`config.mk`:
```
export PLATFORM = sky130hd
export DESIGN_NAME = tmds_video_receiver_flat
export DESIGN_NICKNAME = d
export VERILOG_FILES = /design/src/hw/rtl/tvr_pkg.sv /design/src/hw/rtl/tvr_if.sv /design/src/hw/rtl/tvr_front.sv /design/src/hw/rtl/tvr_queue.sv /design/src/hw/rtl/tvr_back.sv /design/src/hw/rtl/tvr_top_regs.sv /design/src/hw/rtl/tmds_video_receiver.sv /design/src/flat_wrapper.sv
export SDC_FILE = /design/constraint.sdc
export NUM_CORES = 2
export LEC_CHECK = 0
export BUFFER_PORTS_ARGS = -buffer_cell sky130_fd_sc_hd__buf_2
export CAP_MARGIN = 5
export CORE_MARGIN = 3
export CORE_UTILIZATION = 60
export DETAILED_ROUTE_END_ITERATION = 10
export PLACE_DENSITY = 0.84
export SLEW_MARGIN = 25
export SYNTH_ARGS = -nofsm -noshare
export SYNTH_HDL_FRONTEND = slang
export SYNTH_SLANG_ARGS = --single-unit
```
`constraint.sdc`:
```
create_clock -name clk -period 29.6 [get_ports clk]
set_input_delay 4.44 -clock clk [delete_from_list [all_inputs] [get_ports clk]]
set_output_delay 4.44 -clock clk [all_outputs]
set_load 0.02 [all_outputs]
```
`src/hw/rtl/tvr_pkg.sv`:
```
// Package for the TMDS video receiver: period codes, symbol constants,
// timing and queue record types, and the TMDS decode helpers.
// No dependencies.
`timescale 1ns / 1ps

package tvr_pkg;

  // Link period codes as reported on period_now.
  typedef enum logic [2:0] {
    PER_VGUARD = 3'd0,
    PER_VIDEO  = 3'd1,
    PER_CTL    = 3'd2,
    PER_DGUARD = 3'd3,
    PER_ISLAND = 3'd4,
    PER_LOST   = 3'd5
  } period_t;

  // Configuration register indexes.
  typedef enum logic [2:0] {
    REG_ACTIVE_WIDTH  = 3'd0,
    REG_ACTIVE_HEIGHT = 3'd1,
    REG_HSYNC_PIXELS  = 3'd2,
    REG_H_BACK_PORCH  = 3'd3,
    REG_LINE_TOTAL    = 3'd4,
    REG_VSYNC_LINES   = 3'd5,
    REG_V_BACK_PORCH  = 3'd6,
    REG_FRAME_LINES   = 3'd7
  } reg_idx_t;

  // Back-end sequencer states.
  typedef enum logic [1:0] {
    BK_IDLE,
    BK_DIV,
    BK_OUT
  } back_state_t;

  localparam int CFG_DATA_W = 12;
  localparam int DIV_STEPS  = 24;

  // Guard band, control and TERC4 symbols (bit-reversed wire order).
  localparam logic [9:0] SYM_GUARD_A = 10'h2cc;
  localparam logic [9:0] SYM_GUARD_B = 10'h133;
  localparam logic [9:0] SYM_CTL_0   = 10'h354;
  localparam logic [9:0] SYM_CTL_1   = 10'h0ab;
  localparam logic [9:0] SYM_CTL_2   = 10'h154;
  localparam logic [9:0] SYM_CTL_3   = 10'h2ab;
  localparam logic [9:0] SYM_TERC_12 = 10'h28e;
  localparam logic [9:0] SYM_TERC_13 = 10'h271;
  localparam logic [9:0] SYM_TERC_14 = 10'h163;
  localparam logic [9:0] SYM_TERC_15 = 10'h2c3;
  localparam logic [9:0] COL_XOR_INV = 10'h3fc;
  localparam logic [9:0] COL_XOR_XNR = 10'h1fc;

  // Mode timing held in registers, with products registered from it.
  typedef struct packed {
    logic [11:0] active_width;
    logic [11:0] active_height;
    logic [9:0]  hsync_pixels;
    logic [9:0]  h_back_porch;
    logic [11:0] line_total;
    logic [7:0]  vsync_lines;
    logic [7:0]  v_back_porch;
    logic [10:0] frame_lines;
    logic [22:0] frame_size;
    logic [22:0] vlim;
  } timing_t;

  // One beat after the front end, waiting for the row computation.
  typedef struct packed {
    logic        cand;
    logic        x_ok;
    logic [11:0] x_pos;
    logic [22:0] frame;
    logic [11:0] column;
    logic [7:0]  red;
    logic [7:0]  green;
    logic [7:0]  blue;
    logic        hs;
    logic        vs;
    logic [2:0]  period;
    logic        oos;
    logic        fstart;
    logic        err;
  } rec_t;

  function automatic logic [9:0] rev10(input logic [9:0] v);
    logic [9:0] r;
    for (int k = 0; k < 10; k++) begin
      r[k] = v[9-k];
    end
    return r;
  endfunction

  function automatic logic is_guard(input logic [9:0] v);
    return (v == SYM_GUARD_A) || (v == SYM_GUARD_B);
  endfunction

  // TMDS 8-bit data decode of one raw word.
  function automatic logic [7:0] colour(input logic [9:0] w);
    logic [9:0] m;
    logic [7:0] c;
    m = w;
    if (m[0]) begin
      m = m ^ COL_XOR_INV;
    end
    m = m ^ (m >> 1);
    if (!w[1]) begin
      m = m ^ COL_XOR_XNR;
    end
    for (int j = 0; j < 8; j++) begin
      c[j] = m[9-j];
    end
    return c;
  endfunction

endpackage

```
`src/hw/rtl/tvr_if.sv`:
```
// Stream interfaces of the TMDS video receiver: symbol input and result output.
// No dependencies.
`timescale 1ns / 1ps

interface tvr_in_if;
  logic       valid;
  logic       ready;
  logic [9:0] blue_word;
  logic [9:0] green_word;
  logic [9:0] red_word;

  modport source (output valid, output blue_word, output green_word, output red_word,
                  input ready);
  modport sink (input valid, input blue_word, input green_word, input red_word,
                output ready);
endinterface

interface tvr_out_if;
  logic        valid;
  logic        ready;
  logic        pixel_valid;
  logic [11:0] pos_x;
  logic [11:0] pos_y;
  logic [7:0]  red_value;
  logic [7:0]  green_value;
  logic [7:0]  blue_value;
  logic        hsync_level;
  logic        vsync_level;
  logic [2:0]  period_now;
  logic        sync_lost;
  logic        frame_start;
  logic        bounds_error;

  modport source (output valid, output pixel_valid, output pos_x, output pos_y,
                  output red_value, output green_value, output blue_value,
                  output hsync_level, output vsync_level, output period_now,
                  output sync_lost, output frame_start, output bounds_error,
                  input ready);
  modport sink (input valid, input pixel_valid, input pos_x, input pos_y,
                input red_value, input green_value, input blue_value,
                input hsync_level, input vsync_level, input period_now,
                input sync_lost, input frame_start, input bounds_error,
                output ready);
endinterface

```
`src/hw/rtl/tvr_front.sv`:
```
// Front end: accepts symbol beats, decodes them, tracks period and counters.
// Depends on tvr_pkg and tvr_in_if.
`timescale 1ns / 1ps

module tvr_front
  import tvr_pkg::*;
#(
  parameter int COLOR_BITS = 8,
  parameter int ISLAND_LEN = 64
) (
  input  logic    clk,
  input  logic    rst_n,
  tvr_in_if.sink  in_if,
  input  timing_t tim,
  input  logic    q_full,
  output logic    push,
  output rec_t    rec
);

  localparam logic [6:0] ISL_MAX = 7'(ISLAND_LEN);

  period_t     period_r, period_nxt;
  logic [6:0]  pcnt_r, pcnt_nxt;
  logic [11:0] col_r, col_nxt;
  logic [22:0] frm_r, frm_nxt;
  logic        oos_r, oos_nxt;
  logic        phs_r, phs_nxt;
  logic        pvs_r, pvs_nxt;

  logic [9:0]  bb, bg, br;
  logic        vguard, dguard, s_ok, hs, vs, fstart, err;
  logic [1:0]  s_code;
  logic [9:0]  hlim;
  logic [10:0] h_start;
  logic [12:0] x_diff;
  logic [13:0] vid_end;

  assign in_if.ready = !q_full;
  assign push = in_if.valid && !q_full;

  // Decode the symbol triple and update link state.
  always_comb begin
    bb = rev10(in_if.blue_word);
    bg = rev10(in_if.green_word);
    br = rev10(in_if.red_word);
    vguard = is_guard(bb) && is_guard(bg) && is_guard(br) && (bb == br) && (bb != bg);
    dguard = ((bb == SYM_TERC_12) || (bb == SYM_TERC_13) || (bb == SYM_TERC_14) ||
              (bb == SYM_TERC_15)) && is_guard(bg) && is_guard(br);
    s_ok = 1'b1;
    s_code = 2'd0;
    case (bb)
      SYM_CTL_0: s_code = 2'd0;
      SYM_CTL_1: s_code = 2'd1;
      SYM_CTL_2: s_code = 2'd2;
      SYM_CTL_3: s_code = 2'd3;
      default:   s_ok = 1'b0;
    endcase
    hs = s_ok && s_code[0];
    vs = s_ok && s_code[1];

    period_nxt = period_r;
    pcnt_nxt = pcnt_r;
    col_nxt = col_r;
    frm_nxt = frm_r;
    oos_nxt = oos_r;
    fstart = 1'b0;
    err = 1'b0;
    h_start = {1'b0, tim.hsync_pixels} + {1'b0, tim.h_back_porch};

    // Period tracking.
    if (vguard) begin
      if (period_r != PER_VGUARD) begin
        period_nxt = PER_VGUARD;
        pcnt_nxt = '0;
      end else if (pcnt_r < ISL_MAX) begin
        pcnt_nxt = pcnt_r + 7'd1;
      end
      hs = 1'b0;
      vs = 1'b0;
    end else begin
      case (period_r)
        PER_VIDEO: begin
          hs = 1'b0;
          vs = 1'b0;
          if (pcnt_r < ISL_MAX) pcnt_nxt = pcnt_r + 7'd1;
        end
        PER_CTL: begin
          if (!s_ok) begin
            period_nxt = PER_LOST;
            oos_nxt = 1'b1;
          end else if (dguard) begin
            period_nxt = PER_DGUARD;
            pcnt_nxt = '0;
          end else if (pcnt_r < ISL_MAX) begin
            pcnt_nxt = pcnt_r + 7'd1;
          end
        end
        PER_DGUARD: begin
          if (!dguard) begin
            period_nxt = PER_ISLAND;
            pcnt_nxt = '0;
          end else if (pcnt_r < ISL_MAX) begin
            pcnt_nxt = pcnt_r + 7'd1;
          end
        end
        PER_ISLAND: begin
          if (pcnt_r >= ISL_MAX) begin
            if (dguard) period_nxt = PER_DGUARD;
            else oos_nxt = 1'b1;
            pcnt_nxt = '0;
          end else begin
            pcnt_nxt = pcnt_r + 7'd1;
          end
        end
        PER_VGUARD: begin
          period_nxt = PER_VIDEO;
          pcnt_nxt = '0;
          hs = 1'b0;
          vs = 1'b0;
          col_nxt = {1'b0, h_start} - 12'd1;
        end
        default: begin
          oos_nxt = 1'b1;
        end
      endcase
    end

    // Vertical sync: frame clock counter.
    if (vs && !pvs_r) begin
      fstart = 1'b1;
      frm_nxt = '0;
      oos_nxt = 1'b0;
    end else if (vs) begin
      if (frm_nxt < tim.vlim) begin
        frm_nxt = frm_nxt + 23'd1;
      end else begin
        oos_nxt = 1'b1;
        frm_nxt = tim.vlim;
      end
    end else begin
      frm_nxt = frm_nxt + 23'd1;
    end

    // Horizontal sync: column counter.
    hlim = (tim.hsync_pixels != '0) ? tim.hsync_pixels - 10'd1 : '0;
    if (hs && !phs_r) begin
      if ({1'b0, col_nxt} != ({1'b0, tim.line_total} - 13'd1)) oos_nxt = 1'b1;
      col_nxt = '0;
    end else if (hs) begin
      if (col_nxt < {2'b0, hlim}) begin
        col_nxt = col_nxt + 12'd1;
      end else begin
        col_nxt = {2'b0, hlim};
        if (!oos_nxt) begin
          frm_nxt = '0;
          oos_nxt = 1'b1;
        end
      end
    end else begin
      col_nxt = col_nxt + 12'd1;
    end

    // Bounds checks against the mode.
    if (frm_nxt >= tim.frame_size) err = 1'b1;
    if (hs && (col_nxt >= {2'b0, tim.hsync_pixels})) err = 1'b1;
    if (col_nxt >= tim.line_total) err = 1'b1;
    if (err) begin
      oos_nxt = 1'b1;
      col_nxt = '0;
      frm_nxt = '0;
    end

    // End of the active video run.
    vid_end = {2'b0, tim.active_width} + {3'b0, h_start};
    if ((period_nxt == PER_VIDEO) && ({2'b0, col_nxt} > vid_end)) begin
      period_nxt = PER_CTL;
      pcnt_nxt = '0;
    end

    phs_nxt = hs;
    pvs_nxt = vs;

    x_diff = {1'b0, col_nxt} - {2'b0, h_start};

    rec.cand = !err && !oos_nxt;
    rec.x_ok = !x_diff[12] && (x_diff[11:0] < tim.active_width);
    rec.x_pos = x_diff[11:0];
    rec.frame = frm_nxt;
    rec.column = col_nxt;
    rec.red = 8'(colour(in_if.red_word) << (8 - COLOR_BITS));
    rec.green = 8'(colour(in_if.green_word) << (8 - COLOR_BITS));
    rec.blue = 8'(colour(in_if.blue_word) << (8 - COLOR_BITS));
    rec.hs = hs;
    rec.vs = vs;
    rec.period = period_nxt;
    rec.oos = oos_nxt;
    rec.fstart = fstart;
    rec.err = err;
  end

  // State registers advance on each accepted beat.
  always_ff @(posedge clk) begin
    if (!rst_n) begin
      period_r <= PER_CTL;
      pcnt_r <= '0;
      col_r <= '0;
      frm_r <= '0;
      oos_r <= 1'b0;
      phs_r <= 1'b0;
      pvs_r <= 1'b0;
    end else if (push) begin
      period_r <= period_nxt;
      pcnt_r <= pcnt_nxt;
      col_r <= col_nxt;
      frm_r <= frm_nxt;
      oos_r <= oos_nxt;
      phs_r <= phs_nxt;
      pvs_r <= pvs_nxt;
    end
  end

endmodule

```
`src/hw/rtl/tvr_queue.sv`:
```
// Two-entry queue between the front end and the row computation.
// Depends on tvr_pkg.
`timescale 1ns / 1ps

module tvr_queue
  import tvr_pkg::*;
(
  input  logic clk,
  input  logic rst_n,
  input  logic push,
  input  rec_t push_data,
  input  logic pop,
  output logic full,
  output logic not_empty,
  output rec_t head
);

  rec_t       mem [2];
  logic       wr_r, wr_nxt;
  logic       rd_r, rd_nxt;
  logic [1:0] cnt_r, cnt_nxt;

  assign full = (cnt_r == 2'd2);
  assign not_empty = (cnt_r != 2'd0);
  assign head = mem[rd_r];

  // Pointer and fill count.
  always_comb begin
    wr_nxt = push ? !wr_r : wr_r;
    rd_nxt = pop ? !rd_r : rd_r;
    cnt_nxt = cnt_r + {1'b0, push} - {1'b0, pop};
  end

  always_ff @(posedge clk) begin
    if (!rst_n) begin
      wr_r <= 1'b0;
      rd_r <= 1'b0;
      cnt_r <= '0;
    end else begin
      wr_r <= wr_nxt;
      rd_r <= rd_nxt;
      cnt_r <= cnt_nxt;
    end
  end

  // Entry storage.
  always_ff @(posedge clk) begin
    if (push) begin
      mem[wr_r] <= push_data;
    end
  end

  a_no_overflow: assert property (@(posedge clk) disable iff (!rst_n) !(push && full))
    else $error("queue written while full");
  a_no_underflow: assert property (@(posedge clk) disable iff (!rst_n) !(pop && !not_empty))
    else $error("queue read while empty");
  a_count_bound: assert property (@(posedge clk) disable iff (!rst_n) cnt_r != 2'd3)
    else $error("queue count out of range");
  a_count_track: assert property (@(posedge clk) disable iff (!rst_n)
    (push && !pop) |=> (cnt_r == $past(cnt_r) + 2'd1))
    else $error("queue count missed a push");

endmodule

```
`src/hw/rtl/tvr_back.sv`:
```
// Back end: computes the visible row with a shared serial divider and
// holds the result beat until taken. Depends on tvr_pkg and tvr_out_if.
`timescale 1ns / 1ps

module tvr_back
  import tvr_pkg::*;
(
  input  logic     clk,
  input  logic     rst_n,
  input  timing_t  tim,
  input  logic     q_not_empty,
  input  rec_t     q_head,
  output logic     pop,
  tvr_out_if.source out_if
);

  back_state_t state_r, state_nxt;
  rec_t        rec_r, rec_nxt;
  logic [4:0]  step_r, step_nxt;
  logic [12:0] rem_r, rem_nxt;
  logic [23:0] dvd_r, dvd_nxt;
  logic        neg_r, neg_nxt;
  logic        res_valid_r, res_valid_nxt;
  logic [11:0] res_y_r, res_y_nxt;

  logic [23:0] diff;
  logic [12:0] rem_sh;
  logic        qbit;
  logic [23:0] quo;
  logic [25:0] y_val;

  // Sequencer and divider step.
  always_comb begin
    state_nxt = state_r;
    rec_nxt = rec_r;
    step_nxt = step_r;
    rem_nxt = rem_r;
    dvd_nxt = dvd_r;
    neg_nxt = neg_r;
    res_valid_nxt = res_valid_r;
    res_y_nxt = res_y_r;
    pop = 1'b0;

    diff = {1'b0, q_head.frame} - {12'b0, q_head.column};
    rem_sh = {rem_r[11:0], dvd_r[23]};
    qbit = (rem_sh >= {1'b0, tim.line_total});
    quo = {dvd_r[22:0], qbit};
    y_val = (neg_r ? -{2'b0, quo} : {2'b0, quo}) -
            ({18'b0, tim.v_back_porch} + {18'b0, tim.vsync_lines});

    case (state_r)
      BK_IDLE: begin
        if (q_not_empty) begin
          pop = 1'b1;
          rec_nxt = q_head;
          neg_nxt = diff[23];
          dvd_nxt = diff[23] ? -diff : diff;
          rem_nxt = '0;
          step_nxt = '0;
          res_valid_nxt = 1'b0;
          res_y_nxt = '0;
          state_nxt = (q_head.cand && q_head.x_ok) ? BK_DIV : BK_OUT;
        end
      end
      BK_DIV: begin
        rem_nxt = qbit ? rem_sh - {1'b0, tim.line_total} : rem_sh;
        dvd_nxt = quo;
        step_nxt = step_r + 5'd1;
        if (step_r == 5'(DIV_STEPS - 1)) begin
          res_valid_nxt = !y_val[25] && (y_val[24:0] < {13'b0, tim.active_height});
          res_y_nxt = res_valid_nxt ? y_val[11:0] : '0;
          state_nxt = BK_OUT;
        end
      end
      BK_OUT: begin
        if (out_if.ready) state_nxt = BK_IDLE;
      end
      default: state_nxt = BK_IDLE;
    endcase
  end

  always_ff @(posedge clk) begin
    if (!rst_n) begin
      state_r <= BK_IDLE;
    end else begin
      state_r <= state_nxt;
    end
  end

  always_ff @(posedge clk) begin
    rec_r <= rec_nxt;
    step_r <= step_nxt;
    rem_r <= rem_nxt;
    dvd_r <= dvd_nxt;
    neg_r <= neg_nxt;
    res_valid_r <= res_valid_nxt;
    res_y_r <= res_y_nxt;
  end

  // Result beat.
  assign out_if.valid = (state_r == BK_OUT);
  assign out_if.pixel_valid = res_valid_r;
  assign out_if.pos_x = res_valid_r ? rec_r.x_pos : '0;
  assign out_if.pos_y = res_y_r;
  assign out_if.red_value = rec_r.red;
  assign out_if.green_value = rec_r.green;
  assign out_if.blue_value = rec_r.blue;
  assign out_if.hsync_level = rec_r.hs;
  assign out_if.vsync_level = rec_r.vs;
  assign out_if.period_now = rec_r.period;
  assign out_if.sync_lost = rec_r.oos;
  assign out_if.frame_start = rec_r.fstart;
  assign out_if.bounds_error = rec_r.err;

  a_pop_idle: assert property (@(posedge clk) disable iff (!rst_n)
    pop |-> (state_r == BK_IDLE))
    else $error("queue popped while busy");
  a_valid_needs_sync: assert property (@(posedge clk) disable iff (!rst_n)
    (out_if.valid && out_if.pixel_valid) |-> (!rec_r.oos && !rec_r.err))
    else $error("pixel flagged while out of sync");
  a_div_done: assert property (@(posedge clk) disable iff (!rst_n)
    (state_r == BK_DIV && step_r == 5'(DIV_STEPS - 1)) |=> (state_r == BK_OUT))
    else $error("divider did not finish");

endmodule

```
`src/hw/rtl/tvr_top_regs.sv`:
```
// Mode timing registers with the write port and registered derived products.
// Depends on tvr_pkg.
`timescale 1ns / 1ps

module tvr_top_regs
  import tvr_pkg::*;
(
  input  logic                  clk,
  input  logic                  rst_n,
  input  logic                  we,
  input  logic [2:0]            idx,
  input  logic [CFG_DATA_W-1:0] wdata,
  output timing_t               tim
);

  timing_t    tim_r, tim_nxt;
  logic [22:0] prod_f, prod_v;

  // Register writes and the two products used as limits, taken from the
  // values being written so that the limits change with the write.
  always_comb begin
    tim_nxt = tim_r;
    if (we) begin
      case (reg_idx_t'(idx))
        REG_ACTIVE_WIDTH:  tim_nxt.active_width = wdata;
        REG_ACTIVE_HEIGHT: tim_nxt.active_height = wdata;
        REG_HSYNC_PIXELS:  tim_nxt.hsync_pixels = wdata[9:0];
        REG_H_BACK_PORCH:  tim_nxt.h_back_porch = wdata[9:0];
        REG_LINE_TOTAL:    tim_nxt.line_total = wdata;
        REG_VSYNC_LINES:   tim_nxt.vsync_lines = wdata[7:0];
        REG_V_BACK_PORCH:  tim_nxt.v_back_porch = wdata[7:0];
        REG_FRAME_LINES:   tim_nxt.frame_lines = wdata[10:0];
        default: ;
      endcase
    end
    prod_f = 23'({11'b0, tim_nxt.line_total} * {12'b0, tim_nxt.frame_lines});
    prod_v = 23'({11'b0, tim_nxt.line_total} * {15'b0, tim_nxt.vsync_lines});
    tim_nxt.frame_size = prod_f;
    tim_nxt.vlim = (prod_v != '0) ? prod_v - 23'd1 : '0;
  end

  always_ff @(posedge clk) begin
    if (!rst_n) begin
      tim_r.active_width <= 12'd640;
      tim_r.active_height <= 12'd480;
      tim_r.hsync_pixels <= 10'd96;
      tim_r.h_back_porch <= 10'd48;
      tim_r.line_total <= 12'd800;
      tim_r.vsync_lines <= 8'd2;
      tim_r.v_back_porch <= 8'd33;
      tim_r.frame_lines <= 11'd525;
      tim_r.frame_size <= 23'd420000;
      tim_r.vlim <= 23'd1599;
    end else begin
      tim_r <= tim_nxt;
    end
  end

  assign tim = tim_r;

endmodule

```
`src/hw/rtl/tmds_video_receiver.sv`:
```
// Top level of the TMDS video receiver: timing registers, front end,
// queue and row-computing back end. Depends on tvr_pkg and tvr_if.
`timescale 1ns / 1ps
//
// Usage:
// in_if carries one beat per pixel clock: the blue, green and red 10-bit
// TMDS symbols. out_if returns exactly one result beat per input beat,
// in order: pixel flag and visible position, decoded colours, masked sync
// bits, link period, sync-lost, frame-start and bounds-error flags.
// cfg_we/cfg_index/cfg_wdata write the mode timing registers; write them
// only while no beat is in flight. Derived limits change with the write.
// The front end decodes and updates link state in the cycle a beat is
// accepted and pushes it into a two-entry queue. The back end computes the
// row with a serial divider, one quotient bit per cycle, for an in-sync
// beat inside the visible column range; other beats skip it, and no new
// beat is popped until the result is taken. An accepted beat is written
// into the queue, popped into the back end in BK_IDLE and presented from
// BK_OUT. If out_if.ready stays low the result holds, the queue fills and
// in_if.ready drops. Reset restores the default 640x480 timing, sets the
// link period to control and clears the front-end counters and the queue.

module tmds_video_receiver
  import tvr_pkg::*;
#(
  parameter int COLOR_BITS = 8,
  parameter int ISLAND_LEN = 64
) (
  input  logic                  clk,
  input  logic                  rst_n,
  tvr_in_if.sink                in_if,
  tvr_out_if.source             out_if,
  input  logic                  cfg_we,
  input  logic [2:0]            cfg_index,
  input  logic [CFG_DATA_W-1:0] cfg_wdata
);

  timing_t tim;
  rec_t    push_rec, head_rec;
  logic    push, pop, q_full, q_not_empty;

  tvr_top_regs u_regs (
    .clk   (clk),
    .rst_n (rst_n),
    .we    (cfg_we),
    .idx   (cfg_index),
    .wdata (cfg_wdata),
    .tim   (tim)
  );

  tvr_front #(
    .COLOR_BITS (COLOR_BITS),
    .ISLAND_LEN (ISLAND_LEN)
  ) u_front (
    .clk    (clk),
    .rst_n  (rst_n),
    .in_if  (in_if),
    .tim    (tim),
    .q_full (q_full),
    .push   (push),
    .rec    (push_rec)
  );

  tvr_queue u_queue (
    .clk       (clk),
    .rst_n     (rst_n),
    .push      (push),
    .push_data (push_rec),
    .pop       (pop),
    .full      (q_full),
    .not_empty (q_not_empty),
    .head      (head_rec)
  );

  tvr_back u_back (
    .clk         (clk),
    .rst_n       (rst_n),
    .tim         (tim),
    .q_not_empty (q_not_empty),
    .q_head      (head_rec),
    .pop         (pop),
    .out_if      (out_if)
  );

endmodule
```
`src/flat_wrapper.sv`:
```
// flat-port wrapper written by rule: the top's interface ports become plain ports
module tmds_video_receiver_flat import tvr_pkg::*;
#(
  parameter int COLOR_BITS = 8,
  parameter int ISLAND_LEN = 64
)
  (clk, rst_n, cfg_we, cfg_index, cfg_wdata, in_if_valid, in_if_blue_word, in_if_green_word, in_if_red_word, in_if_ready, out_if_valid, out_if_pixel_valid, out_if_pos_x, out_if_pos_y, out_if_red_value, out_if_green_value, out_if_blue_value, out_if_hsync_level, out_if_vsync_level, out_if_period_now, out_if_sync_lost, out_if_frame_start, out_if_bounds_error, out_if_ready);
  tvr_in_if in_if_i ();
  tvr_out_if out_if_i ();
  input  logic clk;
  input  logic rst_n;
  input  logic cfg_we;
  input  logic [2:0] cfg_index;
  input  logic [CFG_DATA_W-1:0] cfg_wdata;
  input wire logic [$bits(in_if_i.valid)-1:0] in_if_valid;
  input wire logic [$bits(in_if_i.blue_word)-1:0] in_if_blue_word;
  input wire logic [$bits(in_if_i.green_word)-1:0] in_if_green_word;
  input wire logic [$bits(in_if_i.red_word)-1:0] in_if_red_word;
  output wire logic [$bits(in_if_i.ready)-1:0] in_if_ready;
  output wire logic [$bits(out_if_i.valid)-1:0] out_if_valid;
  output wire logic [$bits(out_if_i.pixel_valid)-1:0] out_if_pixel_valid;
  output wire logic [$bits(out_if_i.pos_x)-1:0] out_if_pos_x;
  output wire logic [$bits(out_if_i.pos_y)-1:0] out_if_pos_y;
  output wire logic [$bits(out_if_i.red_value)-1:0] out_if_red_value;
  output wire logic [$bits(out_if_i.green_value)-1:0] out_if_green_value;
  output wire logic [$bits(out_if_i.blue_value)-1:0] out_if_blue_value;
  output wire logic [$bits(out_if_i.hsync_level)-1:0] out_if_hsync_level;
  output wire logic [$bits(out_if_i.vsync_level)-1:0] out_if_vsync_level;
  output wire logic [$bits(out_if_i.period_now)-1:0] out_if_period_now;
  output wire logic [$bits(out_if_i.sync_lost)-1:0] out_if_sync_lost;
  output wire logic [$bits(out_if_i.frame_start)-1:0] out_if_frame_start;
  output wire logic [$bits(out_if_i.bounds_error)-1:0] out_if_bounds_error;
  input wire logic [$bits(out_if_i.ready)-1:0] out_if_ready;
  assign in_if_i.valid = in_if_valid;
  assign in_if_i.blue_word = in_if_blue_word;
  assign in_if_i.green_word = in_if_green_word;
  assign in_if_i.red_word = in_if_red_word;
  assign in_if_ready = in_if_i.ready;
  assign out_if_valid = out_if_i.valid;
  assign out_if_pixel_valid = out_if_i.pixel_valid;
  assign out_if_pos_x = out_if_i.pos_x;
  assign out_if_pos_y = out_if_i.pos_y;
  assign out_if_red_value = out_if_i.red_value;
  assign out_if_green_value = out_if_i.green_value;
  assign out_if_blue_value = out_if_i.blue_value;
  assign out_if_hsync_level = out_if_i.hsync_level;
  assign out_if_vsync_level = out_if_i.vsync_level;
  assign out_if_period_now = out_if_i.period_now;
  assign out_if_sync_lost = out_if_i.sync_lost;
  assign out_if_frame_start = out_if_i.frame_start;
  assign out_if_bounds_error = out_if_i.bounds_error;
  assign out_if_i.ready = out_if_ready;
  tmds_video_receiver #(.COLOR_BITS(COLOR_BITS), .ISLAND_LEN(ISLAND_LEN)) u_core (.clk(clk), .rst_n(rst_n), .in_if(in_if_i), .out_if(out_if_i), .cfg_we(cfg_we), .cfg_index(cfg_index), .cfg_wdata(cfg_wdata));
endmodule
```
==> PnR_summary.wiki <==
{| class="wikitable"
! Metric !! Value
|-
| Xor/xnor cell area share of the yosys netlist || 6.736%
|-
| Main combinational cell family by area after synthesis || adder cells
|-
| Fin Clk Skew || 0.04127 ns
|-
| Mean instance size in the synthesized netlist || 9.449 um^2
|-
| Pin count of the biggest net entering global routing || 73
|-
| Filler cell count in the final layout || a little over 4000
|-
| Estimated wirelength of the detail-placed design || 64190 um
|-
| Synth Flop Type || edfxtp_1
|-
| Final ANT Viol Nets || 0
|-
| Result of the run || finished clean
|-
| Area post-placement || 0.03439 mm^2
|-
| Vias per cell || 5.987
|-
| Per-cell routed wire length || 19.83 um
|-
| First-iteration detailed-routing DRC count || 2582
|-
| CTS buffer count || 46
|-
| # placed instances || 4249
|-
| Number of max-cap violations || 0
|-
| Initial cell density of the core || 61.15%
|-
| Area of the multi-input gates || 0.01972 mm^2
|-
| Commonest non-fill, non-tap cell in the layout || nand2_1
|-
| Clk pin slew, worst setup/hold paths || about 0.06 ns
|-
| Hold Vio Cnt, Final || 0
|-
| Post-synthesis to final-layout area growth || 8.133%
|-
| Critical path buffers and inverters || 5
|-
| Post-synth EDFFs || approximately 260
|-
| Share of the clock period used by the worst path || 49.31%
|-
| Total Routing Usage GR || 29.51%
|-
| Chip Width || 241.3 um
|-
| Max Fanout on Critical Path || 41
|-
| Number of standard cells in the layout, taps in and fillers out || 4337
|-
| Number of different library cells in the post-synthesis netlist || between 90 and 100
|-
| Grt total ovfl || 0
|-
| Vias in the first global route || approximately 25000
|-
| Highest ir drop seen on vdd || 47.10 uV
|-
| Final weighted congestion of routability-driven global placement || 0.9888
|-
| Global-route wire length before repair || 135200 um
|-
| Syn Nets || 4015
|-
| Commonest non-fill, non-tap cells in the layout || nand2_1, inv_1, nor2_1
|-
| # nets final || slightly above 4000
|-
| Top Ports || 109
|-
| Row count || 85
|-
| Post-CTS sizing || 0
|-
| Share of synthesized cell area in and, or, nand and nor gates || 16.03%
|-
| Main area contributors after synthesis || edfxtp_1, dfxtp_1, ha_1
|-
| Seq/Total Area, Yosys || 34.55%
|-
| Minimum clock period || 14.60 ns
|-
| Biggest cell delay along the critical path || approximately 0.57 ns
|-
| Cell area power density || 75.17 mW/mm^2
|-
| Post-CTS Setup Bufs || 0
|-
| Maximum clock rate || 68.51 MHz
|-
| CTS tree || done
|-
| Cell chosen for the clock root || clkbuf_16
|-
| Fin area || 0.03593 mm^2
|-
| Min-Delay Path Class || reg2reg
|-
| Critical Path Start Type || input pin
|-
| Number of pins exceeding their max-slew limit in the final report || 0
|-
| Kind of end point of the critical path || flop
|-
| Synthesis Warnings || 0
|-
| Core outline area || ~0.054 mm^2
|-
| Number of vias after detailed routing || 25970
|-
| Worst path top cell family by delay || compound AO/OA/AOI/OAI gates
|-
| Initial antenna violation count || 0
|-
| Sequential cell area in the final layout || 0.01148 mm^2
|-
| Complex-gate fraction of the synthesized area || a little under an eighth
|-
| Gate count after technology mapping || approximately 3500
|-
| Mux cell area share after synthesis || around 4.4%
|-
| Async set or reset register ratio after synthesis || 0%
|-
| Drt first pass iters || 9
|-
| Post-synthesis share of cell area spent on full adders, half adders and majority gates || 20.59%
|-
| Worst Max-Slew Pin Slew || ~1.0 ns
|-
| Setup Crit Path Kind || in2reg
|-
| Register bit total from synthesis || about 440
|-
| Floorplan die area || between 0.05 and 0.06 mm^2
|-
| Count of hold buffers inserted by post-cts repair || 0
|-
| Setup violation total in the final timing report || 0
|-
| Unrepaired setup endpoints after global routing || false
|-
| Leak Pwr || between 15 and 20 nW
|-
| Worst slew margin relative to its limit || 30.43%
|-
| Cell type with the highest aggregate area in the netlist || edfxtp_1
|-
| Synth top area share || 23.58%
|-
| Setup tns final || 0 ns
|-
| Port Buf Inserts || 108
|-
| Buffer depth of the longest clock path || 3
|-
| CTS H-Tree Depth || 2
|-
| Overall routed net length || ~86000 um
|-
| Die height || between 200 and 250 um
|-
| Arrival time reported for the critical path endpoint || around 15 ns
|-
| Clock latency of the later-clocked register in the worst-skew pair || 0.62 ns
|-
| Max stage delay cell, worst path || o41a_4
|-
| CTS sink cnt || 443
|-
| # DRC || 0
|-
| Endpoint required time on the critical path || approximately 30 ns
|-
| Cell area after technology mapping || 0.03323 mm^2
|-
| Layout cells sized above 1 || 9.869%
|}
metrics by stage:
step | power (mW) | worst slack [ns] | util [%] | hold WS (ns)
global route | 2.877 | 13.94 | 66.12 | 0.4907
detailed placement | 2.102 | 14.47 | 63.28 | 0.4515
floorplan | 1.820 | 15.45 | - | 0.4312
finish | 2.701 | 15.00 | 66.12 | 0.4572
global placement | 2.061 | 14.81 | 63.27 | 0.4372
CTS | 2.694 | 15.08 | 66.05 | 0.4599
where the power goes:
part	switching (mW)	leakage (nW)	internal (mW)
Combinational	0.713	10.8	0.473
Sequential	0.0888	3.94	0.848
Clock	0.250	0.729	0.328
Total	1.05	15.5	1.65
worst reg2reg max path, delay by kind of cell (launching register included):
kind | cells | cell delay (ns)
compound gates | 21 | 5.04
xor+xnor | 4 | 0.97
fa+ha+maj | 6 | 2.07
buf+inv | 3 | 0.64
flops | 1 | 0.45
simple gates | 15 | 2.47
layout make-up:
| type | instances | area share, % |
|---|---|---|
| inverters | 364 | 3.806 |
| clock inverters | 19 | 0.6616 |
| diodes | 1 | 0.006964 |
| clock buffers | 67 | 3.534 |
| multi-input cells | 2547 | 54.87 |
| repair buffers | 157 | 2.584 |
| flip-flops and latches | 443 | 31.96 |
| well taps | 739 | 2.573 |
cells in the mapped netlist (11+ instances only):
cell,number
mux2i_1,59
nand4_1,27
nor2b_1,52
a211oi_1,31
edfxtp_1,261
a22o_1,21
buf_4,28
nand2b_1,48
o21a_1,26
a21oi_1,169
inv_1,358
nand2_1,390
and3_1,32
a21boi_0,12
o21ai_1,11
mux2_2,76
or3_1,17
or2_2,14
and2_1,61
o211ai_1,17
nor2_1,290
xor2_1,77
xnor2_1,173
dfxtp_1,182
nand3_1,66
o21ai_0,127
o21bai_1,15
a22oi_1,11
buf_1,15
ha_1,286
clkbuf_1,115
nor4_1,21
fa_1,162
a31oi_1,16
a21o_1,48
nor3_1,47
flip-flops by register name, indices dropped and copies added, names as in the netlist, 2 cells and up, named ones only:
| signal | cells |
|---|---|
| u_core.u_back.out_if.pos_y | 12 |
| u_core.u_front.pcnt_r | 7 |
| u_core.u_back.dvd_r | 24 |
| u_core.u_queue.mem | 162 |
| u_core.u_back.out_if.blue_value | 8 |
| u_core.u_queue.cnt_r | 2 |
| u_core.u_back.rec_r | 12 |
| u_core.u_front.col_r | 12 |
| u_core.u_back.step_r | 5 |
| u_core.u_back.out_if.green_value | 8 |
| u_core.u_regs.tim | 127 |
| u_core.u_back.out_if.period_now | 3 |
| u_core.u_front.frm_r | 23 |
| u_core.u_back.rem_r | 12 |
| u_core.u_back.state_r | 2 |
| u_core.u_back.out_if.red_value | 8 |
| u_core.u_front.period_r | 3 |
path summary, 6_finish.rpt:
check | startpoint | endpoint | slack [ns] | cells past startpoint
min reg2reg | u_core.u_regs.tim[109]$_SDFFE_PN0P_ | u_core.u_regs.tim[109]$_SDFFE_PN0P_ | 0.46 | 2
max reg2reg | u_core.u_regs.tim[95]$_SDFFE_PN0P_ | u_core.u_queue.mem[1][79]$_DFFE_PP_ | 17.78 | 49
min | u_core.u_regs.tim[109]$_SDFFE_PN0P_ | u_core.u_regs.tim[109]$_SDFFE_PN0P_ | 0.46 | 2
max | in_if_red_word[1] | u_core.u_queue.mem[1][79]$_DFFE_PP_ | 15.00 | 48
per-layer routing:
metal | GRT usage, % | share of wire (%) | wire (um)
met5 | 0 | 0 | 0
met4 | 11.39 | 4.1 | 3537
met3 | 5.567 | 9.1 | 7856
met2 | 47.86 | 46 | 39400
met1 | 39.55 | 41 | 35230
logic make-up (layout without fill, tap and decap cells):
logic type	Yosys count	count (layout)
simple gates	1122	1122
compound gates	585	585
buf+inv	527	607
fa+ha+maj	450	450
flops	443	443
xor+xnor	253	253
mux	136	136
other cells	1	2
No activity file was read; power rests on OpenSTA's default activity.
